[src/rtl/core/opt_pkg.sv]
// Shared types, constants and tables for the orbit position tracker.
`timescale 1ns / 1ps
package opt_pkg;

  localparam int ANG_W = 17;                         // signed angle, 1/128 degree
  localparam logic [16:0] FULL_TURN = 17'd46080;     // 360 degrees
  localparam logic signed [18:0] PSI_LIM = 19'sd11520; // 90 degrees
  localparam logic [15:0] RECIP_45 = 16'd46604;      // ceil(2^21 / 45)
  localparam logic signed [33:0] GAIN_Q30 = 34'sd652032874;
  localparam logic signed [34:0] POS_MAX = 35'sd4294967295;
  localparam logic signed [34:0] POS_MIN = -35'sd4294967296;

  typedef struct packed {
    logic                    start;
    logic signed [ANG_W-1:0] angle;
  } cordic_req_t;

  // arctan(2^-i) as a 2^32-per-turn binary angle
  function automatic logic [29:0] atan_bin(input logic [4:0] idx);
    logic [29:0] v;
    unique case (idx)
      5'd0:  v = 30'd536870912;
      5'd1:  v = 30'd316933406;
      5'd2:  v = 30'd167458907;
      5'd3:  v = 30'd85004756;
      5'd4:  v = 30'd42667331;
      5'd5:  v = 30'd21354465;
      5'd6:  v = 30'd10679838;
      5'd7:  v = 30'd5340245;
      5'd8:  v = 30'd2670163;
      5'd9:  v = 30'd1335087;
      5'd10: v = 30'd667544;
      5'd11: v = 30'd333772;
      5'd12: v = 30'd166886;
      5'd13: v = 30'd83443;
      5'd14: v = 30'd41722;
      5'd15: v = 30'd20861;
      5'd16: v = 30'd10430;
      5'd17: v = 30'd5215;
      5'd18: v = 30'd2608;
      5'd19: v = 30'd1304;
      5'd20: v = 30'd652;
      5'd21: v = 30'd326;
      5'd22: v = 30'd163;
      5'd23: v = 30'd81;
      default: v = 30'd0;
    endcase
    return v;
  endfunction

endpackage

[src/rtl/core/opt_cordic.sv]
// Iterative rotation-mode CORDIC: cosine and sine of an angle in 1/128 degree.
`timescale 1ns / 1ps
module opt_cordic #(
  parameter int CORDIC_STEPS = 16
) (
  input  logic                clk,
  input  logic                rst,
  input  opt_pkg::cordic_req_t req,
  output logic                done,
  output logic signed [33:0]  cos_q,
  output logic signed [33:0]  sin_q
);
  import opt_pkg::*;

  localparam int CW = $clog2(CORDIC_STEPS);

  typedef enum logic [1:0] {C_IDLE, C_QUO, C_MAP, C_ROT} cstate_t;

  cstate_t            st;
  logic [15:0]        mag;
  logic               neg;
  logic               flip;
  logic [10:0]        quo;
  logic signed [33:0] x, y, z;
  logic [CW-1:0]      cnt;

  // floor((r*2^22 + 22) / 45) for each remainder r
  logic [21:0] frac_tab [45];
  for (genvar g = 0; g < 45; g++) begin : g_frac
    localparam logic [21:0] V = 22'((64'(g) * 64'd4194304 + 64'd22) / 64'd45);
    assign frac_tab[g] = V;
  end

  logic [31:0] quo_prod;
  logic [15:0] rem16;
  logic [5:0]  rem;
  logic [31:0] bang, bang_s, bang_f;
  logic        flip_c;
  logic signed [33:0] xs, ys, atn, x_new, y_new, z_new;

  always_comb begin
    quo_prod = mag * RECIP_45;
    rem16    = mag - 16'(quo * 11'd45);
    rem      = rem16[5:0];
    bang     = {quo[9:0], 22'b0} + {10'b0, frac_tab[rem]};
    bang_s   = neg ? (32'd0 - bang) : bang;
    flip_c   = bang_s[31] ^ bang_s[30];
    bang_f   = {bang_s[31] ^ flip_c, bang_s[30:0]};
    xs       = x >>> cnt;
    ys       = y >>> cnt;
    atn      = {4'b0, atan_bin(5'(cnt))};
    if (!z[33]) begin
      x_new = x - ys;
      y_new = y + xs;
      z_new = z - atn;
    end else begin
      x_new = x + ys;
      y_new = y - xs;
      z_new = z + atn;
    end
  end

  always_ff @(posedge clk) begin
    if (rst) begin
      st   <= C_IDLE;
      done <= 1'b0;
    end else begin
      done <= (st == C_ROT) && (cnt == CW'(CORDIC_STEPS - 1));
      unique case (st)
        C_IDLE: begin
          if (req.start) begin
            neg <= req.angle[ANG_W-1];
            mag <= req.angle[ANG_W-1] ? 16'(-req.angle) : req.angle[15:0];
            st  <= C_QUO;
          end
        end
        C_QUO: begin
          quo <= quo_prod[31:21];
          st  <= C_MAP;
        end
        C_MAP: begin
          flip <= flip_c;
          x    <= GAIN_Q30;
          y    <= '0;
          z    <= {{2{bang_f[31]}}, bang_f};
          cnt  <= '0;
          st   <= C_ROT;
        end
        C_ROT: begin
          x   <= x_new;
          y   <= y_new;
          z   <= z_new;
          cnt <= cnt + 1'b1;
          if (cnt == CW'(CORDIC_STEPS - 1)) begin
            cos_q <= flip ? -x_new : x_new;
            sin_q <= flip ? -y_new : y_new;
            st    <= C_IDLE;
          end
        end
        default: st <= C_IDLE;
      endcase
    end
  end

endmodule

[config.mk]
export PLATFORM = sky130hd
export DESIGN_NAME = opt_cordic
export DESIGN_NICKNAME = d
export VERILOG_FILES = /design/src/rtl/core/opt_pkg.sv /design/src/rtl/core/opt_cordic.sv
export SDC_FILE = /design/constraint.sdc
export NUM_CORES = 1
export LEC_CHECK = 0
export ABC_CLOCK_PERIOD_IN_PS = 15100
export CAP_MARGIN = 5
export CORE_ASPECT_RATIO = 1.1
export CORE_MARGIN = 1.5
export CORE_UTILIZATION = 33
export DETAILED_ROUTE_END_ITERATION = 10
export DONT_BUFFER_PORTS = 1
export GPL_ROUTABILITY_DRIVEN = 0
export PLACE_DENSITY_LB_ADDON = 0.2
export SETUP_SLACK_MARGIN = 0.3
export SLEW_MARGIN = 20
export SYNTH_ARGS = -nofsm -noshare
export SYNTH_HDL_FRONTEND = slang
export SYNTH_SLANG_ARGS = --single-unit
[constraint.sdc]
create_clock -name clk -period 15.1 [get_ports clk]
set_clock_uncertainty 0.15 [all_clocks]
set_input_delay 3.02 -clock clk [delete_from_list [all_inputs] [get_ports clk]]
set_output_delay 3.02 -clock clk [all_outputs]
set_load 0.01 [all_outputs]
* Word level (Yosys, flattened, before mapping) *
Memory sizes are Yosys's and may differ from the RTL's. A register that Yosys moved wholly into a read port is not among the register bits.
Index checks and enable logic that the tools add are counted.

word-level totals
  register bits after elaboration = 206
  latch bits = 0
  RAM bits = 0
  memory bits (read-only) = 1888
  input bits = 20
  output and inout port bits = 69
  word-level logic and storage cells = 68
  memories = 2

cells by class
  add/sub/neg operators = 13
  $mul = 2
  div/mod/pow operators = 0
  magnitude comparators = 1
  equality and inequality tests = 6
  shifts and indexed selects = 2
  mux-type cells = 17
  bitwise logic cells = 4
  reductions and logical operators = 9

memories
  name              words  bits a word  rd ports  clocked after memory_dff  wr ports  RTL line          source
  (name not given)  64     22           1         0                         0         opt_cordic.sv:45  bang = {quo[9:0], 22'b0} + {10'b0, frac_tab[rem]};
  (name not given)  16     30           1         1                         0         opt_pkg.sv:21     unique case (idx)

operator list
  operator                                                   number
  one-hot mux 34 bit (2 select lines)                        3
  2-to-1 mux 34 bit                                          5
  adder 34 bit                                               2
  negation 34 bit                                            2
  >>> shifter 34 x 4 -> 34 bit                               2
  subtractor 34 bit                                          2
  2-to-1 mux 22 bit                                          2
  adder 34 x 31 -> 34 bit                                    1
  subtractor 34 x 31 -> 34 bit                               1
  adder 32 x 22 -> 32 bit                                    1
  2-to-1 mux 32 bit                                          1
  subtractor 1 x 32 -> 32 bit (first input constant)         1
  multiplier 16 x 14 -> 30 bit (second input constant)       1
  2-to-1 mux 16 bit                                          1
  negation 16 bit                                            1
  multiplier 11 x 6 -> 6 bit (second input constant)         1
  one-hot mux 2 bit (4 select lines)                         1
  one-hot mux 4 bit (2 select lines)                         1
  AND reduction 2 bit                                        4
  greater-or-equal comparator 7 bit (second input constant)  1
  NOT 6 -> 7 bit                                             1
  AND reduction 3 bit                                        2
  subtractor 6 bit                                           1
  adder 4 x 1 -> 4 bit (second input constant)               1
  other kinds (12)                                           15

* Depth between registers and ports, before layout *
Gate-level depths: netlist of run 1.

  depth after elaboration = 12
  mapped depth = 32
  depth with buffers taken out = 25

* Worst setup path after synthesis of run 1 *
OpenSTA, ideal clock, no wires.

  path kind = input to register
  start point = in rst
  end point = reg atn[13] (netlist name)
  arrival time = 6724 ps
  slack = 8101 ps
  stages on the path = 8
  buffers on the path = 2
  path through = clkbuf_1 -> o21bai_1 -> inv_1 -> mux2_2 -> clkbuf_1 -> nor2_1 -> a21oi_1 -> o21ai_0

on the way
  word-level cells in the longest chain between the ends = 3

RTL lines
  what                                  RTL line         source
  start, declared                       opt_cordic.sv:7  input logic rst,
  NOT 1 bit (no source line)            --
  AND reduction 2 bit (no source line)  --
  2-to-1 mux 4 bit (no source line)     --

Every way passes these cells.
A chain may end at the register's enable or synchronous reset.

* Worst setup path after layout of run 1 *
  start point = reg cnt[0]
  end point = reg cos_q[32] (data pin)

on the way
  word-level cells in the longest chain between the ends = 5
  elaborated cells between the ends (all ways) = 6
  those cells by class = add/sub (3); shift (1); mux (2)

RTL lines
  what                                               RTL line                            source
  start, declared                                    opt_cordic.sv:25                    logic [CW-1:0] cnt;
  start signal, assigned                             opt_cordic.sv:93                    cnt <= cnt + 1'b1;
  >>> shifter 34 x 4 -> 34 bit (*)                   opt_cordic.sv:50                    ys = y >>> cnt;
  subtractor 34 bit or adder 34 bit (tied branches)  opt_cordic.sv:53, opt_cordic.sv:57
  2-to-1 mux 34 bit (*)                              opt_cordic.sv:52                    if (!z[33]) begin
  negation 34 bit                                    opt_cordic.sv:95                    cos_q <= flip ? -x_new : x_new;
  2-to-1 mux 34 bit (*)                              opt_cordic.sv:95
  end signal, assigned                               opt_cordic.sv:95
  end, declared                                      opt_cordic.sv:10                    output logic signed [33:0] cos_q,

Mark *: on every way between the ends. The rest lies on a longest branch, timed or not.

==> results of run 1 <==
[metal layers]
| metal | track usage [%] | vias to the layer above | wire [µm] |
|---|---|---|---|
| met2 | 32.23 | 689 | 38200 |
| met3 | 2.392 | 115 | 4339 |
| li1 | - | 10500 | - |
| met1 | 24.90 | 10640 | 34530 |
| met4 | 5.249 | 0 | 2067 |
| met5 | 0 | - | 0 |
[registers in the layout, indices dropped and copies added (netlist names)]
register	count
mag	16
done	1
x	34
flip	1
st	2
neg	1
z	34
y	34
cnt	4
quo	10
atn	30
sin_q	34
cos_q	34
[worst min-delay path, stage by stage, from the launching register on]
cell and delay, ns:
dfxtp_1 0.36, nor2_1 0.12, nor3_1 0.05
[logic make-up (layout without fill, tap and decap cells)]
kind of cell | count (synthesis) | in the layout | synth area share, %
buffers and inverters | 318 | 266 | 5.195
XOR/XNOR | 299 | 299 | 9.910
AND/OR/NAND/NOR | 878 | 878 | 16.20
flip-flops | 235 | 235 | 25.32
adder cells (fa/ha/maj) | 303 | 303 | 15.88
multiplexers | 183 | 183 | 10.99
AO/OA/AOI/OAI | 691 | 691 | 16.49
[area by class of cell]
class	instances	area [µm²]	area share [%]
inverters	192	723.2	2.541
repair buffers	17	143.9	0.5056
clock inverters	22	190.2	0.6682
flip-flops and latches	235	6726	23.63
clock buffers	35	875.8	3.077
well taps	1045	1308	4.594
multi-input cells	2354	18490	64.98
[stage by stage]
stage               util, %  worst slack (ns)  instances
global placement      34.51             7.112       3842
detailed placement    34.54             6.847       3843
global route          35.88             5.995       3900
finish                35.88             6.690       3900
floorplan                 -             8.101       2907
CTS                   35.88             6.817       3900
[final timing paths]
check / from / end / slack, ns / cells after the start
worst max-delay path: cnt[0] / cos_q[32] / 6.69 / 22
worst min-delay path: st[0] / st[0] / 0.43 / 2
worst max register to register: cnt[0] / cos_q[32] / 6.69 / 22
worst min register to register: st[0] / st[0] / 0.43 / 2
[cell usage in the layout, fill, tap and decap left out, types with 65 or more instances in the layout]
cell,synthesis,layout
a21oi_1,195,195
xor2_1,118,118
nor2_1,223,221
mux2i_1,72,72
nor3_1,65,65
mux4_2,71,71
o21ai_0,167,167
edfxtp_1,202,202
xnor2_1,180,178
inv_1,188,186
ha_1,246,245
nand2_1,247,247
==> impl_metrics.yaml, run 1 <==
run_status:
  status: "complete, no violations"
min_path:
  holdCritPathClass: "flop to flop"
clock_network:
  cts_buffers: 31
  cts.hold.buffers_added: 0
  cts_buffer_depth: 3
  cts_tree: "yes"
  clock_latency_ns: 0.61
  cts.sinks: 235
  clkSlewWorstSetupHoldPaths_ns: 0.06
  cts_resized: 0
  root_buffer: "clkbuf_16"
  post_cts_buffers: 0
  cts.htree.levels: 1
floorplan:
  fp-row-count: 108
  ios: 89
  die_area_mm2: 0.08221
  die_h_um: 300.6
  core_area_mm2: 0.07932
  initial_core_util_pct: 33.49
  die_x_um: 273.5
yosys:
  syn_area_per_cell_um2: 9.138
  synth_ff_type: "edfxtp_1"
  synth_top_cell_by_area: "edfxtp_1"
  synthTopCellsByArea: "edfxtp_1 (23%), ha_1 (12%), mux4_2 (6.0%)"
  ys_top_cells_by_count: "nand2_1 (247), ha_1 (246), nor2_1 (223), edfxtp_1 (202), a21oi_1 (195)"
  syn_inst: 2907
  synth.most_common_cell: "nand2_1"
  yosys.area.top_type_share_pct: 22.84
  syn_area_mm2: 0.02656
  ys_ff_latch: 235
  ys_warn_count: 0
  synth-edff-count: 202
  async_flop_share_pct: 0
  synth.distinct_cells: 99
  ys_seq_area_share_pct: 25.32
  syn-num-nets: 3230
setup_path:
  cp_top_family: "simple AND/OR/NAND/NOR gates"
  critPathBufInv: 3
  critPathSlowestCell: "buf_4"
  critPathMaxStageDelay_ns: 0.79
  start_kind: "flop"
  path_max_fanout: 57
  cp.arrival_ns: 8.60
  path_class: "flop to flop"
  crit_chain: "buf_4, buf_4, mux4_2, mux2i_1, nand2_1, o22ai_1, nand2_1, nor3_2, a21oi_1, xor2_1, ha_1, inv_1, nor4_1, o211ai_1, a31oi_1, o21a_1, nor2_1, or4_1, nor4_1, nand4b_1, o31ai_1, xnor2_1"
  cp.required_ns: 15.29
  worst_setup_path_end_kind: "flop"
grt:
  track_usage_pct: 18.86
  grt-ovfl-total: 0
  grt_pass1_vias: 21420
  grt_max_degree: 82
  antenna_found_initial: 1
  grt_pass1_wl_um: 123400
sta:
  tightest_slew_ns: 1.130
  period_needed_ns: 8.410
  max_slew_margin_pct: 24.17
  setup_tns_ns: 0
  max_freq_ghz: 0.1189
  holdWs_ns: 0.4342
  hold_viol_final: 0
  rsz0062_at_grt: "no"
  drv_slew: 0
  setup_viol: 0
  fin_crit_sh_pct: 55.69
routing:
  vias: 21940
  route.detailed.drc: 0
  drt_iter0_drc: 1550
  wire_per_inst_um: 20.29
  first_pass_iters: 6
  vias_per_cell: 5.626
  antenna_left: 0
  wl_um: 79140
flow_run:
  drv_cap: 0
final_layout:
  fill_cells: 8004
  syn2layout_area_growth_pct: 7.145
  antenna_cells: 0
  design_area_mm2: 0.02846
  drive_gt1_share_pct: 7.706
  fin_nets: 3154
place:
  post-dp-hpwl_um: 60790
  placed_area_mm2: 0.02740
  port_buffers: 0
Power of run 1 is not shown: default switching activity piles up to over one toggle a cycle in this logic, so the estimate is an artifact.
==> run 2: changes to the inputs <==
ABC_CLOCK_PERIOD_IN_PS = 7020   (was 15100)
clock period = 7.02 ns   (was 15.1 ns; I/O delays follow)
==> impl_metrics.yaml, run 2 (same netlist as run 1, synthesis figures left out) <==
run_status:
  status: "complete, no violations"
final_layout:
  layout_commonest_cell: "nand2_1"
  drive_gt1_share_pct: 11.41
  fill_cells: 7977
  syn2layout_area_growth_pct: 11.01
  fin_nets: 3225
  final_cell_mix: "nand2_1 (247), ha_1 (240), nor2_1 (220), edfxtp_1 (202), a21oi_1 (192)"
setup_path:
  worst_setup_path_end_kind: "flop"
  ff2ff_path_depth: 21
  cp.arrival_ns: 6.62
  cp.required_ns: 7.17
  path_class: "flop to flop"
  r2r_slack_ns: 0.55
  start_kind: "flop"
  timing.rr.end: "sin_q[30]"
  path_max_fanout: 16
  r2r-start: "cnt[0]"
clock_network:
  clock_latency_ns: 0.56
  cts.sinks: 235
  root_buffer: "clkbuf_16"
  clkSlewWorstSetupHoldPaths_ns: 0.06
  cts.hold.buffers_added: 0
  cts_tree: "yes"
  cts_buffers: 34
  cts_buffer_depth: 3
  cts.htree.levels: 2
floorplan:
  initial_core_util_pct: 33.49
  die_area_mm2: 0.08221
  die_x_um: 273.5
  fp-row-count: 108
  die_h_um: 300.6
  ios: 89
  core_area_mm2: 0.07932
routing:
  route.detailed.drc: 0
  antenna_left: 0
  vias_per_cell: 5.603
  vias: 22260
  drt_iter0_drc: 1560
  first_pass_iters: 5
  wire_per_inst_um: 20.25
  wl_um: 80460
sta:
  fin_crit_sh_pct: 92.20
  hold_viol_final: 0
  drv_slew: 0
  rsz0062_at_grt: "yes"
  period_needed_ns: 6.472
  setup_tns_ns: 0
  setup_viol: 0
  max_slew_margin_pct: 31.26
  max_freq_ghz: 0.1545
  tightest_slew_ns: 1.002
grt:
  grt_pass1_wl_um: 124300
  antenna_found_initial: 0
  grt_max_degree: 105
  track_usage_pct: 19.13
  grt-ovfl-total: 0
  grt_pass1_vias: 21670
min_path:
  holdPathStages: 1
  holdCritPathClass: "flop to flop"
  min_from: "quo[9]"
  min_to: "flip"
place:
  port_buffers: 0
  post-dp-hpwl_um: 61610
flow_run:
  drv_cap: 0
==> run 2: area by class of cell <==
class	count	area, µm²	share of cell area, %
Antenna cell	1	2.502	0.008486
Tap cell	1045	1308	4.434
Clock inverter	15	167.7	0.5686
Sequential cell	235	6726	22.81
Multi-Input combinational cell	2354	18800	63.75
Clock buffer	46	958.4	3.250
Inverter	192	726.9	2.465
Timing Repair Buffer	85	798.3	2.707
==> run 2: through the flow <==
stage	instances	worst slack, ns	utilization [%]	instance area (µm²)	hold WS (ns)
final	3973	0.5478	37.17	29490	0.4355
after global routing	3972	0.2581	37.17	29480	0.4579
after CTS	3951	0.3076	36.54	28990	0.4507
after detailed placement	3889	0.1605	35.07	27810	0.4353
after global placement	3888	0.2702	35.04	27790	0.4017
after floorplan	2907	0.6432	-	26560	0.3580
==> run 2: worst max path at each step <==
stage	startpoint	endpoint	cells after the start
floorplan	cnt[3]	cos_q[33]	29
global route	cnt[0]	sin_q[30]	21
finish	cnt[0]	sin_q[30]	21
global placement	cnt[0]	cos_q[33]	21
CTS	cnt[0]	sin_q[33]	23
detailed placement	cnt[0]	sin_q[33]	22
==> run 2: repair_timing <==
| action | 4_1_cts | 5_1_grt |
|---|---|---|
| buffers inserted | 1 | 18 |
| pin swaps | 1 | 14 |
| gates cloned | 0 | 3 |
| hold endpoints to repair | 0 | 0 |
| resized for setup | 6 | 66 |
| setup endpoints to repair | 8 | 28 |
==> run 2: metal layers <==
layer	track usage [%]	wire [µm]	up-vias
li1	-	-	10650
met1	25.10	35490	10810
met2	32.40	38530	682
met3	2.679	4132	122
met4	5.946	2302	0
met5	0	0	-
==> run 2: worst max-delay path, cell delays in order, from the launching register on <==
cell and delay, ns:
edfxtp_1 0.49, buf_4 0.18, buf_12 0.16, mux4_2 0.56, mux4_2 0.58, a21oi_1 0.18
nor3b_2 0.28, and2_1 0.24, a21oi_1 0.10, xor2_1 0.17, ha_1 0.43, and3_1 0.26
nand2_1 0.09, inv_1 0.12, a221oi_4 0.08, o211ai_1 0.45, mux2i_1 0.31, nand2_1 0.14
or3_1 0.45, o41a_1 0.48, o21ba_2 0.26, xnor2_1 0.06
Power of run 2 is left out for the same reason.
